<file path="config.mk">
export PLATFORM = sky130hd
export DESIGN_NAME = sidelvl_cell
export DESIGN_NICKNAME = d
export VERILOG_FILES = /design/src/rtl/core/sidelvl_pkg.sv /design/src/rtl/core/sidelvl_cell.sv
export SDC_FILE = /design/constraint.sdc
export NUM_CORES = 1
export LEC_CHECK = 0
export BUFFER_PORTS_ARGS = -buffer_cell sky130_fd_sc_hd__buf_4
export CAP_MARGIN = 20
export CORE_AREA = 2 2 173 175
export DETAILED_ROUTE_END_ITERATION = 12
export DIE_AREA = 0 0 175 177
export REMOVE_ABC_BUFFERS = 1
export SLEW_MARGIN = 20
export SYNTH_ARGS = -nofsm -noshare
export SYNTH_HDL_FRONTEND = slang
export SYNTH_SLANG_ARGS = --single-unit
export TNS_END_PERCENT = 100
</file>
<file path="constraint.sdc">
create_clock -name clk -period 3.8 [get_ports clk]
set_input_delay 0 -clock clk [delete_from_list [all_inputs] [get_ports clk]]
set_output_delay 0 -clock clk [all_outputs]
set_load 0.01 [all_outputs]
</file>
<file path="src/rtl/core/sidelvl_pkg.sv">
`timescale 1ns / 1ps

package sidelvl_pkg;

  // Fixed field widths of the item and result.
  localparam int CMD_W   = 3;
  localparam int PRICE_W = 32;
  localparam int QTY_W   = 32;
  localparam int CNT_W   = 7;
  localparam int TOTAL_W = 38;
  localparam int NOTL_W  = 64;

  localparam int MAX_LEVELS_DEF = 64;
  localparam int MAX_RESULTS    = 64;

  localparam logic [TOTAL_W-1:0] TOTAL_MAX = {TOTAL_W{1'b1}};

  // Command codes carried by an input item.
  localparam logic [CMD_W-1:0] CMD_UPSERT  = 3'd0;
  localparam logic [CMD_W-1:0] CMD_ADD     = 3'd1;
  localparam logic [CMD_W-1:0] CMD_REMOVE  = 3'd2;
  localparam logic [CMD_W-1:0] CMD_ERASE   = 3'd3;
  localparam logic [CMD_W-1:0] CMD_CONSUME = 3'd4;
  localparam logic [CMD_W-1:0] CMD_TOP_N   = 3'd5;

  // Operation applied by every cell of the row in the same cycle.
  typedef enum logic [2:0] {
    COP_NONE,
    COP_INSERT,
    COP_DELETE,
    COP_SET_EQ,
    COP_SET_BEST
  } cell_op_t;

  typedef enum logic [2:0] {
    ST_IDLE,
    ST_LOOK,
    ST_FETCH,
    ST_APPLY,
    ST_EMIT
  } state_t;

  // Broadcast from the sequencer to the row of cells.
  typedef struct packed {
    cell_op_t            op;
    logic                look;
    logic                ge_all;
    logic [PRICE_W-1:0]  price;
    logic [QTY_W-1:0]    qty;
  } cell_ctrl_t;

endpackage

</file>
<file path="src/rtl/core/sidelvl_cell.sv">
`timescale 1ns / 1ps

module sidelvl_cell #(
  parameter int IDX = 0,
  parameter int IW  = 6,
  parameter int CW  = 7
) (
  input  logic                          clk,
  input  sidelvl_pkg::cell_ctrl_t       ctrl,
  input  logic [CW-1:0]                 count,
  input  logic [IW-1:0]                 best_idx,
  input  logic [IW-1:0]                 rd_idx,
  input  logic [sidelvl_pkg::PRICE_W-1:0] left_price,
  input  logic [sidelvl_pkg::QTY_W-1:0]   left_qty,
  input  logic                          left_lt,
  input  logic [sidelvl_pkg::PRICE_W-1:0] right_price,
  input  logic [sidelvl_pkg::QTY_W-1:0]   right_qty,
  output logic [sidelvl_pkg::PRICE_W-1:0] price_o,
  output logic [sidelvl_pkg::QTY_W-1:0]   qty_o,
  output logic                          lt_o,
  output logic                          eq_o,
  output logic [sidelvl_pkg::QTY_W-1:0]   eq_qty_o,
  output logic [sidelvl_pkg::PRICE_W-1:0] top_price_o,
  output logic [sidelvl_pkg::QTY_W-1:0]   best_qty_o,
  output logic [sidelvl_pkg::PRICE_W-1:0] rd_price_o,
  output logic [sidelvl_pkg::QTY_W-1:0]   rd_qty_o
);

  logic [sidelvl_pkg::PRICE_W-1:0] price_r, price_nxt;
  logic [sidelvl_pkg::QTY_W-1:0]   qty_r, qty_nxt;
  logic lt_r, lt_nxt, eq_r, eq_nxt, ge_r, ge_nxt;
  logic occ, is_best, is_rd;

  assign occ     = (CW'(IDX) < count);
  assign is_best = (IW'(IDX) == best_idx);
  assign is_rd   = (IW'(IDX) == rd_idx);

  always_comb begin
    price_nxt = price_r;
    qty_nxt   = qty_r;
    lt_nxt    = lt_r;
    eq_nxt    = eq_r;
    ge_nxt    = ge_r;
    if (ctrl.look) begin
      lt_nxt = occ && (price_r < ctrl.price);
      eq_nxt = occ && (price_r == ctrl.price);
      ge_nxt = ctrl.ge_all || !lt_nxt;
    end
    case (ctrl.op)
      sidelvl_pkg::COP_INSERT: begin
        if (ge_r) begin
          if (IDX == 0 || left_lt) begin
            price_nxt = ctrl.price;
            qty_nxt   = ctrl.qty;
          end else begin
            price_nxt = left_price;
            qty_nxt   = left_qty;
          end
        end
      end
      sidelvl_pkg::COP_DELETE: begin
        if (ge_r) begin
          price_nxt = right_price;
          qty_nxt   = right_qty;
        end
      end
      sidelvl_pkg::COP_SET_EQ: begin
        if (eq_r) qty_nxt = ctrl.qty;
      end
      sidelvl_pkg::COP_SET_BEST: begin
        if (is_best) qty_nxt = ctrl.qty;
      end
      default: begin
      end
    endcase
  end

  always_ff @(posedge clk) begin
    price_r <= price_nxt;
    qty_r   <= qty_nxt;
    lt_r    <= lt_nxt;
    eq_r    <= eq_nxt;
    ge_r    <= ge_nxt;
  end

  assign price_o      = price_r;
  assign qty_o        = qty_r;
  assign lt_o         = lt_r;
  assign eq_o         = eq_r;
  assign eq_qty_o     = eq_r ? qty_r : '0;
  assign top_price_o  = is_best ? price_r : '0;
  assign best_qty_o   = is_best ? qty_r : '0;
  assign rd_price_o   = is_rd ? price_r : '0;
  assign rd_qty_o     = is_rd ? qty_r : '0;

endmodule

</file>
Word-level counts from Yosys, hierarchy flattened
Index checks and enable logic that the tools add are counted.

operators by class
  reductions and logical operators = 10
  $lt $le $gt $ge = 2
  equal/unequal tests = 9
  mux-type cells = 13

operators with widths
  kind                  count
  $mux W32              11
  $pmux W32 S4          1
  $pmux W32 S2          1
  $eq A32 B32 Y1        1
  $lt A32 B32 Y1        1
  $logic_not A6 Y1      2
  $ne A2 B2 Y1 const B  4
  $lt A1 B7 Y1 const A  1
  $eq A3 B2 Y1 const B  2
  $reduce_and A5 Y1     1
  $reduce_bool A4 Y1    1
  $eq A3 B1 Y1 const B  1
  $eq A3 B3 Y1 const B  1
  $reduce_and A3 Y1     1
  $logic_and A1 B1 Y1   2
  $reduce_bool A2 Y1    1
  $logic_not A1 Y1      1
  $logic_or A1 B1 Y1    1

word-level totals
  output and inout port bits = 226
  word-level logic and storage cells = 39
  flip-flop bits (word level) = 67

Logic depth before layout (Yosys ltp)
Gate-level depths: netlist (run 1).

  depth after elaboration = 4
  mapped depth = 7
  mapped depth without buffers = 7

Least setup slack after synthesis (run 1)
No wires, ideal clock.

  path type = reg-to-reg
  start point = register ge_r
  end point = register price_r (netlist bit price_o[0]), enable pin
  slack = 606 ps
  clock period less this slack = 3194 ps
  arrival = 2726 ps
  stages on the path, launching flop included = 2
  required time = 3332 ps
  cell sequence = edfxtp_1 nor3b_1

between the ends
  longest elaborated chain between the ends = 2

ends and longest elaborated chain
  item                                    RTL line            source
  start, declared                         sidelvl_cell.sv:31  logic lt_r, lt_nxt, eq_r, eq_nxt, ge_r, ge_nxt;
  start signal, assigned                  sidelvl_cell.sv:83  ge_r <= ge_nxt;
  $ne A2 B2 Y1 (no source line)           n/a
  $reduce_and A3 Y1 (no source line) (*)  n/a
  end signal, assigned                    sidelvl_cell.sv:79  price_r <= price_nxt;
  end, declared                           sidelvl_cell.sv:29  logic [sidelvl_pkg::PRICE_W-1:0] price_r, price_nxt;

Every way passes the cells marked *; elsewhere a longest branch is shown, timed or not.
A chain may end at the register's enable or synchronous reset.

Worst setup path in the final report (run 1)
  start point = register price_r (netlist bit price_o[30])
  end point = register ge_r (data pin)

between the ends
  longest elaborated chain between the ends = 4

ends and longest elaborated chain
  item                 RTL line            source
  $lt A32 B32 Y1       sidelvl_cell.sv:45  lt_nxt = occ && (price_r < ctrl.price);
  $logic_and A1 B1 Y1  sidelvl_cell.sv:45
  $logic_not A1 Y1     sidelvl_cell.sv:47  ge_nxt = ctrl.ge_all || !lt_nxt;
  $logic_or A1 B1 Y1   sidelvl_cell.sv:47

Every way passes these cells.

==> flow_metrics.env, run 1 <==
export IMPL_area_growth_syn_to_layout_pct=95.9
export IMPL_pre_cts_ws_ns=1.32
export IMPL_clk_latency_ns=0.35
export IMPL_crit_required_ns=3.90
export IMPL_nets=1201
export IMPL_worstMarginPinSlew_ns=0.822
export IMPL_drt_iter0_drc=200
export IMPL_p_int_uw=1630
export IMPL_viasPerCell=3.90
export IMPL_rrSetupSlack_ns=1.38
export IMPL_hold_end="price_o[1]$_DFFE_PP_"
export IMPL_dieWidth_um=175
export IMPL_drc=0
export IMPL_swShare=0.263
export IMPL_finalSetupTns_ns=0
export IMPL_fmax_ghz=0.413
export IMPL_ys_ff_latch=67
export IMPL_cts_resized=0
export IMPL_power_density_nw_per_um2=236
export IMPL_die_h_um=177
export IMPL_rsz0062_at_grt="no"
export IMPL_gr_max_usage_layer="met2"
export IMPL_grt_pass1_vias=5256
export IMPL_die_area_um2=31000
export IMPL_clockBufferDepth=2
export IMPL_r2r_start="price_o[30]$_DFFE_PP_"
export IMPL_power_total_uw=2220
export IMPL_use_met1=0.141
export IMPL_io_pins=444
export IMPL_mostFrequentLayoutCell="buf_4"
export IMPL_dp_cells=1227
export IMPL_p_clk_frac=0.346
export IMPL_period_needed_ns=2.42
export IMPL_leakage_uw=0.00440
export IMPL_critPathArrivalTime_ns=2.52
export IMPL_numCtsBuffers=9
export IMPL_slew_violations=0
export IMPL_finalHoldViolCount=0
export IMPL_cap_violations=0
export IMPL_vias=5244
export IMPL_pwr_share_comb=0.241
export IMPL_synth_area_um2=4790
export IMPL_cts_max_level=3
export IMPL_antenna_found_initial=0
export IMPL_grt_start_max_net_pins=64
export IMPL_start_util=0.164
export IMPL_fin_crit_sh=0.637
export IMPL_instances_no_fill=1345
export IMPL_gp_congestion=0.745
export IMPL_critical_path_endpoint_type="flip-flop"
export IMPL_skew_ns=0.00708
export IMPL_yosysWarnings=0
export IMPL_fp_row_count=63
export IMPL_synthDistinctLibCells=32
export IMPL_r2r_cells=6
export IMPL_port_buffers=378
export IMPL_cts_tree="built"
export IMPL_drive_gt1_frac=0.514
export IMPL_wl_per_cell_um=15.1
export IMPL_grt_overflow=0
export IMPL_path_class="flip-flop to flip-flop"
export IMPL_path_clk_slew_ns=0.06
export IMPL_post_dp_cell_area_um2=8090
export IMPL_track_usage=0.124
export IMPL_grt_pass1_wl_um=29300
export IMPL_first_pass_iters=4
export IMPL_gr_usage_met3=0.0290
export IMPL_p_seq_frac=0.413
export IMPL_cts_root_buf="clkbuf_16"
export IMPL_most_common_layout_cells="buf_4, and2_1, dlygate4sd3_1"
export IMPL_routed_wirelength_um=20300
export IMPL_setup_ws_ns=1.38
export IMPL_switchingPower_uw=584
export IMPL_slew_headroom=0.447
export IMPL_met2_usage=0.232
export IMPL_clkSinkCount=67
export IMPL_start_kind="flip-flop"
export IMPL_ir_drop_uv=157
export IMPL_hpwlAfterDp_um=15100
export IMPL_final_area_um2=9390
export IMPL_antennaDiodeCount=0
export IMPL_ys_seq_area_frac=0.420
export IMPL_crit_path_max_fanout=4
export IMPL_postRouteAntennaNets=0
export IMPL_coreArea_um2=29200
export IMPL_ctsHoldBuffers=102
export IMPL_synth_avg_cell_area_um2=10.1
export IMPL_hold_start="ctrl[33]"
export IMPL_worstHoldPathType="primary input to flip-flop"
export IMPL_synthCells=477
export IMPL_r2r_end="ge_r$_DFFE_PP_"
export IMPL_setup_violations=0
export IMPL_cts_setup_buffers=0
export IMPL_status="complete, no violations"
export IMPL_min_path_cells=3
==> area by class of cell <==
| type | instances | area [µm²] |
|---|---|---|
| well taps | 390 | 488 |
| fillers | 3037 | 19900 |
| clock buffers | 11 | 233 |
| multi-input cells | 353 | 2570 |
| repair buffers | 488 | 3960 |
| clock inverters | 4 | 18.8 |
| inverters | 32 | 120 |
| flip-flops and latches | 67 | 2010 |
==> stage by stage <==
stage / hold WS [ns] / util
floorplan: 0.0504 / -
global placement: 0.225 / 0.276
detailed placement: 0.234 / 0.277
CTS: 0.00280 / 0.320
global route: 0.0177 / 0.321
finish: 0.0189 / 0.321
==> worst max-delay path, stage by stage (launching register included) <==
cell,delay (ns)
edfxtp_1,0.47
ha_1,0.36
a21oi_1,0.15
a21boi_0,0.09
a2111oi_0,0.58
o21ai_0,0.26
a211o_1,0.27
==> cells in the mapped netlist, drive strengths merged <==
| cell type | count | area [µm²] |
|---|---|---|
| nand2 | 40 | 150 |
| a211oi | 2 | 15.0 |
| buf | 7 | 35.0 |
| mux2 | 34 | 383 |
| ha | 32 | 400 |
| a21o | 2 | 15.0 |
| o211ai | 1 | 7.51 |
| edfxtp | 67 | 2010 |
| or4 | 4 | 41.3 |
| a221oi | 1 | 8.76 |
| nor4 | 3 | 18.8 |
| and2 | 158 | 1050 |
| a211o | 1 | 8.76 |
| o21ai | 35 | 175 |
| xnor2 | 1 | 8.76 |
| a21oi | 14 | 70.1 |
| nor3b | 2 | 20.0 |
| and4 | 4 | 35.0 |
| nand3 | 4 | 20.0 |
| nor2 | 3 | 11.3 |
| nor3 | 4 | 42.5 |
| nand4 | 4 | 25.0 |
| nor2b | 1 | 13.8 |
| clkbuf | 18 | 82.6 |
| inv | 32 | 120 |
| a21boi | 2 | 15.0 |
| a2111oi | 1 | 8.76 |
==> flip-flops by register name, summed over array words and instances (netlist names) <==
signal	count
price_o	32
qty_o	32
eq_o	1
ge_r	1
lt_o	1
==> kinds of logic after synthesis <==
family / Yosys count / synth area share
fa+ha+maj: 32 / 0.0835
xor+xnor: 1 / 0.00183
compound gates: 59 / 0.0676
simple gates: 227 / 0.298
buf+inv: 57 / 0.0496
flops: 67 / 0.420
mux: 34 / 0.0799
==> power by group through the flow <==
| stage | clock [µW] | combinational (µW) | sequential (µW) |
|---|---|---|---|
| floorplan | 0 | 152 | 935 |
| global placement | 0 | 429 | 931 |
| detailed placement | 0 | 437 | 934 |
| CTS | 802 | 533 | 918 |
| global route | 830 | 584 | 923 |
| finish | 767 | 533 | 916 |
==> worst max-delay path by stage <==
stage,startpoint,end,cells past startpoint,slack [ns]
after global placement,price_o[30]$_DFFE_PP_,ge_r$_DFFE_PP_,6,1.38
after global routing,price_o[27]$_DFFE_PP_,ge_r$_DFFE_PP_,6,1.13
final,price_o[30]$_DFFE_PP_,ge_r$_DFFE_PP_,6,1.38
after floorplan,ctrl[68],price_o[0]$_DFFE_PP_,2,0.28
after CTS,price_o[30]$_DFFE_PP_,ge_r$_DFFE_PP_,6,1.32
after detailed placement,price_o[30]$_DFFE_PP_,ge_r$_DFFE_PP_,6,1.32
==> layer usage <==
| layer | vias to the layer above | wire length (µm) |
|---|---|---|
| li1 | 2573 | - |
| met1 | 2444 | 8150 |
| met2 | 212 | 10800 |
| met3 | 15 | 1100 |
| met4 | 0 | 257 |
| met5 | - | 0 |
No activity file was read; power rests on OpenSTA's default activity.
==> inputs of run 2 (changes only) <==
==> constraint.sdc (replaced) <==
create_clock -name clk -period 2.45 [get_ports clk]
set_input_delay 0 -clock clk [delete_from_list [all_inputs] [get_ports clk]]
set_output_delay 0 -clock clk [all_outputs]
set_load 0.01 [all_outputs]
==> run 2 against run 1 <==
Compared with the run above:
- clock-buffer cell count up 1
- critical path depth is the same
- global-route usage decreased by 0.62 points
- non-clock buffer count up 1
- total power rose by 61%
- largest power group unchanged
- sequential power increased by 55%
- clock power is 72% higher
==> flow_metrics.env, run 2 (same netlist as run 1, synthesis figures left out) <==
export IMPL_drive_gt1_frac=0.524
export IMPL_pre_cts_ws_ns=0.128
export IMPL_crit_path_end="ge_r$_DFFE_PP_"
export IMPL_drt_iter0_drc=148
export IMPL_crit_cells=6
export IMPL_path_buf_inv=0
export IMPL_most_common_layout_cells="buf_4, and2_1, dlygate4sd3_1"
export IMPL_period_needed_ns=2.26
export IMPL_antenna_found_initial=2
export IMPL_switchingPower_uw=916
export IMPL_die_area_um2=31000
export IMPL_met2_length_um=9980
export IMPL_cts_tree="built"
export IMPL_vias=5240
export IMPL_max_stage_delay_ns=0.52
export IMPL_slew_headroom=0.434
export IMPL_grt_overflow=0
export IMPL_leakage_uw=0.00442
export IMPL_cap_violations=0
export IMPL_status="complete, no violations"
export IMPL_grt_start_max_net_pins=64
export IMPL_clk_latency_ns=0.34
export IMPL_rrSetupSlack_ns=0.19
export IMPL_first_pass_iters=4
export IMPL_clkSinkCount=67
export IMPL_grt_pass1_vias=5155
export IMPL_crit_path_start="price_o[1]$_DFFE_PP_"
export IMPL_drc=0
export IMPL_crit_family="simple AND/OR/NAND/NOR gates"
export IMPL_dieWidth_um=175
export IMPL_skew_ns=0.00656
export IMPL_worstMarginPinSlew_ns=0.841
export IMPL_slew_violations=0
export IMPL_p_clk_frac=0.371
export IMPL_wl_per_cell_um=14.5
export IMPL_start_util=0.164
export IMPL_r2r_end="ge_r$_DFFE_PP_"
export IMPL_top_layer_used="met4"
export IMPL_crit_path_max_fanout=4
export IMPL_instances_no_fill=1350
export IMPL_critPathArrivalTime_ns=2.34
export IMPL_r2r_start="price_o[1]$_DFFE_PP_"
export IMPL_p_seq_frac=0.397
export IMPL_mostFrequentLayoutCell="buf_4"
export IMPL_rsz0062_at_grt="no"
export IMPL_nets=1202
export IMPL_cts_root_buf="clkbuf_16"
export IMPL_finalHoldViolCount=0
export IMPL_post_dp_cell_area_um2=8170
export IMPL_path_class="flip-flop to flip-flop"
export IMPL_worstHoldPathType="primary input to flip-flop"
export IMPL_viasPerCell=3.88
export IMPL_fp_row_count=63
export IMPL_r2r_cells=6
export IMPL_start_kind="flip-flop"
export IMPL_coreArea_um2=29200
export IMPL_p_int_uw=2650
export IMPL_routed_wirelength_um=19500
export IMPL_fin_crit_sh=0.922
export IMPL_crit_required_ns=2.54
export IMPL_gp_congestion=0.754
export IMPL_area_growth_syn_to_layout_pct=96.5
export IMPL_pwr_share_comb=0.232
export IMPL_cts_setup_buffers=0
export IMPL_wl_met3_um=1240
export IMPL_cp_cell_sequence="ha_1 > nor2b_4 > o211ai_1 > a21boi_0 > or4_4 > a211o_1"
export IMPL_clockBufferDepth=2
export IMPL_final_area_um2=9420
export IMPL_crit_slowest_cell="or4_4"
export IMPL_track_usage=0.118
export IMPL_dp_cells=1236
export IMPL_io_pins=444
export IMPL_ir_drop_uv=218
export IMPL_fmax_ghz=0.443
export IMPL_setup_violations=0
export IMPL_die_h_um=177
export IMPL_setup_ws_ns=0.192
export IMPL_hold_ws_ns=0.0168
export IMPL_swShare=0.257
export IMPL_grt_pass1_wl_um=28200
export IMPL_postRouteAntennaNets=0
export IMPL_numCtsBuffers=9
export IMPL_critical_path_endpoint_type="flip-flop"
export IMPL_hpwlAfterDp_um=15100
export IMPL_min_path_cells=2
export IMPL_port_buffers=378
export IMPL_power_density_nw_per_um2=378
export IMPL_path_clk_slew_ns=0.06
export IMPL_met1_length_um=8060
export IMPL_cts_max_level=3
[run 2: changes by cell type in the layout (fill, tap and decap cells not counted), moves of 2 or more]
cell and change:
diode_2 +3, buf_4 +9, clkinv_2 -2, dlygate4sd3_1 -7
[run 2: how the worst min path moves through the flow]
stage / startpoint / end / slack, ns
5_1_grt: ctrl[9] / qty_o[9]$_DFFE_PP_ / 0.004
3_3_place_gp: ctrl[65] / eq_o$_DFFE_PP_ / 0.22
4_1_cts: ctrl[61] / price_o[29]$_DFFE_PP_ / 0.004
6_report: right_qty[30] / qty_o[30]$_DFFE_PP_ / 0.02
2_1_floorplan: best_idx[0] / top_price_o[0] / 0.05
3_5_place_dp: ctrl[65] / eq_o$_DFFE_PP_ / 0.23
[run 2: through the flow]
| stage | setup TNS (ns) | power, µW | utilization |
|---|---|---|---|
| floorplan | -119.38 | 1690 | - |
| global placement | 0 | 2120 | 0.279 |
| detailed placement | 0 | 2140 | 0.279 |
| CTS | 0 | 3640 | 0.322 |
| global route | 0 | 3760 | 0.322 |
| finish | 0 | 3560 | 0.322 |
[run 2: timing repair]
| item | in CTS | in global routing |
|---|---|---|
| setup endpoints to repair | 0 | 1 |
| hold endpoints to repair | 66 | 0 |
| hold buffers | 95 | 0 |
| resized for setup | 0 | 2 |
[run 2: worst reg2reg max path, stage by stage (launching register included)]
cell,delay [ns]
edfxtp_1,0.45
ha_1,0.33
nor2b_4,0.13
o211ai_1,0.16
a21boi_0,0.11
or4_4,0.52
a211o_1,0.31
[run 2: area by class of cell]
type                       instances  area [µm²]
clock buffer                      12         236
antenna                            3        7.51
tap                              390         488
clock inverter                     4        51.3
sequential                        67        2010
multi-input combinational        353        2570
inverter                          32         120
fill                            2990       19800
timing repair buffer             489        3930
[run 2: power by group through the flow]
stage / Clock, µW / Sequential [µW] / Combinational [µW]
6_report: 1320 / 1420 / 828
5_1_grt: 1430 / 1420 / 904
4_1_cts: 1390 / 1420 / 835
3_5_place_dp: 0 / 1440 / 695
3_3_place_gp: 0 / 1440 / 685
2_1_floorplan: 0 / 1450 / 236
[run 2: routing by layer]
metal  GRT usage  vias to the layer above
met5           0                        -
met2       0.214                      210
met1       0.139                     2439
met3      0.0290                       11
li1            -                     2580
met4      0.0295                        0
==> inputs of run 3 (changes only) <==
--- a/config.mk
+++ b/config.mk
@@ -5,11 +5,11 @@
 export SDC_FILE = /design/constraint.sdc
 export NUM_CORES = 1
 export LEC_CHECK = 0
-export BUFFER_PORTS_ARGS = -buffer_cell sky130_fd_sc_hd__buf_4
 export CAP_MARGIN = 20
-export CORE_AREA = 2 2 173 175
+export CORE_AREA = 2 2 170 172
 export DETAILED_ROUTE_END_ITERATION = 12
-export DIE_AREA = 0 0 175 177
+export DIE_AREA = 0 0 172 174
+export DONT_BUFFER_PORTS = 1
 export REMOVE_ABC_BUFFERS = 1
 export SLEW_MARGIN = 20
 export SYNTH_ARGS = -nofsm -noshare
==> run 3 against run 2 <==
Compared with the run above:
- utilization decreased by 7.5 points
- largest power group unchanged
- clock power is 3% higher
- highest routed layer is now met5
- non-clock buffer count is 332 lower
==> flow_metrics.env, run 3 (same netlist as run 1, synthesis figures left out) <==
export IMPL_hold_start="count[3]"
export IMPL_coreArea_um2=28200
export IMPL_first_pass_iters=6
export IMPL_skew_ns=0.00837
export IMPL_crit_path_max_fanout=3
export IMPL_path_clk_slew_ns=0.07
export IMPL_switchingPower_uw=905
export IMPL_worstMarginPinSlew_ns=0.612
export IMPL_grt_start_max_net_pins=64
export IMPL_critPathArrivalTime_ns=2.36
export IMPL_wl_per_cell_um=17.0
export IMPL_worstHoldPathType="primary input to flip-flop"
export IMPL_start_kind="flip-flop"
export IMPL_vias=4186
export IMPL_grt_pass1_vias=4200
export IMPL_io_pins=444
export IMPL_pwr_share_comb=0.167
export IMPL_gp_congestion=0.750
export IMPL_clk_latency_ns=0.34
export IMPL_post_dp_cell_area_um2=5400
export IMPL_antennaDiodeCount=0
export IMPL_max_stage_delay_ns=0.53
export IMPL_hold_end="eq_o$_DFFE_PP_"
export IMPL_start_util=0.170
export IMPL_path_buf_inv=0
export IMPL_die_h_um=174
export IMPL_cap_violations=0
export IMPL_cp_cell_sequence="ha_1 > nand4_1 > nor3_1 > a21boi_0 > or4_4 > a211o_1"
export IMPL_die_area_um2=29900
export IMPL_mostFrequentLayoutCell="dlygate4sd3_1"
export IMPL_nets=870
export IMPL_crit_slowest_cell="or4_4"
export IMPL_drc=0
export IMPL_min_path_cells=2
export IMPL_r2r_end="ge_r$_DFFE_PP_"
export IMPL_crit_family="simple AND/OR/NAND/NOR gates"
export IMPL_dieWidth_um=172
export IMPL_drive_gt1_frac=0.218
export IMPL_rrSetupSlack_ns=0.19
export IMPL_slew_headroom=0.592
export IMPL_hpwlAfterDp_um=12200
export IMPL_period_needed_ns=2.26
export IMPL_antenna_found_initial=2
export IMPL_ir_drop_uv=339
export IMPL_port_buffers=0
export IMPL_clkSinkCount=67
export IMPL_p_clk_frac=0.405
export IMPL_finalHoldViolCount=0
export IMPL_final_util=0.248
export IMPL_grt_overflow=0
export IMPL_r2r_start="price_o[15]$_DFFE_PP_"
export IMPL_fin_crit_sh=0.924
export IMPL_fp_row_count=62
export IMPL_postRouteAntennaNets=0
export IMPL_r2r_cells=6
export IMPL_area_growth_syn_to_layout_pct=45.8
export IMPL_critical_path_endpoint_type="flip-flop"
export IMPL_status="complete, no violations"
export IMPL_path_class="flip-flop to flip-flop"
export IMPL_grt_pass1_wl_um=23800
export IMPL_cts_tree="built"
export IMPL_power_density_nw_per_um2=480
export IMPL_leakage_uw=0.00271
export IMPL_swShare=0.270
export IMPL_setup_violations=0
export IMPL_numCtsBuffers=9
export IMPL_viasPerCell=4.15
export IMPL_drt_iter0_drc=182
export IMPL_finalSetupTns_ns=0
export IMPL_track_usage=0.107
export IMPL_cts_max_level=3
export IMPL_cts_root_buf="clkbuf_16"
export IMPL_routed_wirelength_um=17100
export IMPL_crit_cells=6
export IMPL_fmax_ghz=0.442
export IMPL_slew_violations=0
export IMPL_most_common_layout_cells="dlygate4sd3_1, and2_1, edfxtp_1"
export IMPL_final_area_um2=6990
export IMPL_p_int_uw=2450
export IMPL_fill_cells=2992
export IMPL_p_seq_frac=0.428
export IMPL_crit_required_ns=2.54
export IMPL_clockBufferDepth=2
export IMPL_hold_ws_ns=0.0342
export IMPL_rsz0062_at_grt="no"
## run 3: power groups by stage
stage	sequential (µW)	combinational (µW)	clock, µW
after floorplan	1450	236	0
after global placement	1460	357	0
after CTS	1440	559	1430
final	1440	559	1360
after global routing	1450	617	1470
after detailed placement	1460	364	0
## run 3: worst max-delay path by stage
stage	from	end	slack [ns]
3_3_place_gp	price_o[15]$_DFFE_PP_	ge_r$_DFFE_PP_	0.14
2_1_floorplan	ctrl[68]	price_o[0]$_DFFE_PP_	-1.07
4_1_cts	price_o[15]$_DFFE_PP_	ge_r$_DFFE_PP_	0.13
3_5_place_dp	price_o[15]$_DFFE_PP_	ge_r$_DFFE_PP_	0.15
6_report	price_o[15]$_DFFE_PP_	ge_r$_DFFE_PP_	0.19
5_1_grt	price_o[14]$_DFFE_PP_	ge_r$_DFFE_PP_	0.06
## run 3: repair_timing
action,in CTS,in global routing
hold buffers,130,0
endpoints found under the hold margin,68,0
gates resized for setup,0,1
buffers inserted,0,0
setup endpoints to repair,0,1
## run 3: per-layer routing
| metal | up-vias | wire length [µm] | GRT usage | part of all wire |
|---|---|---|---|---|
| met5 | - | 27 | 0 | 0.0016 |
| met3 | 22 | 1280 | 0.0310 | 0.075 |
| met4 | 4 | 247 | 0.0343 | 0.014 |
| met1 | 2000 | 6840 | 0.121 | 0.40 |
| li1 | 1916 | - | - | - |
| met2 | 244 | 8710 | 0.192 | 0.51 |
## run 3: worst reg2reg max path, cell delays in order, from the launching register on
cell and delay (ns):
edfxtp_1 0.41, ha_1 0.33, nand4_1 0.18, nor3_1 0.12, a21boi_0 0.15, or4_4 0.53, a211o_1 0.31
## run 3: metrics by stage
stage	cells	total power, µW	worst slack [ns]
floorplan	452	1690	-1.07
global placement	863	1820	0.143
detailed placement	863	1830	0.145
CTS	1009	3430	0.126
global route	1009	3530	0.0562
finish	1009	3360	0.185
## run 3: final cells by class
class | count | area [µm²] | share of cell area
clock inverters | 7 | 68.8 | 0.00984
clock buffers | 9 | 225 | 0.0322
flip-flops and latches | 67 | 2010 | 0.288
multi-input cells | 353 | 2570 | 0.367
inverters | 32 | 120 | 0.0172
well taps | 384 | 480 | 0.0687
repair buffers | 157 | 1520 | 0.217
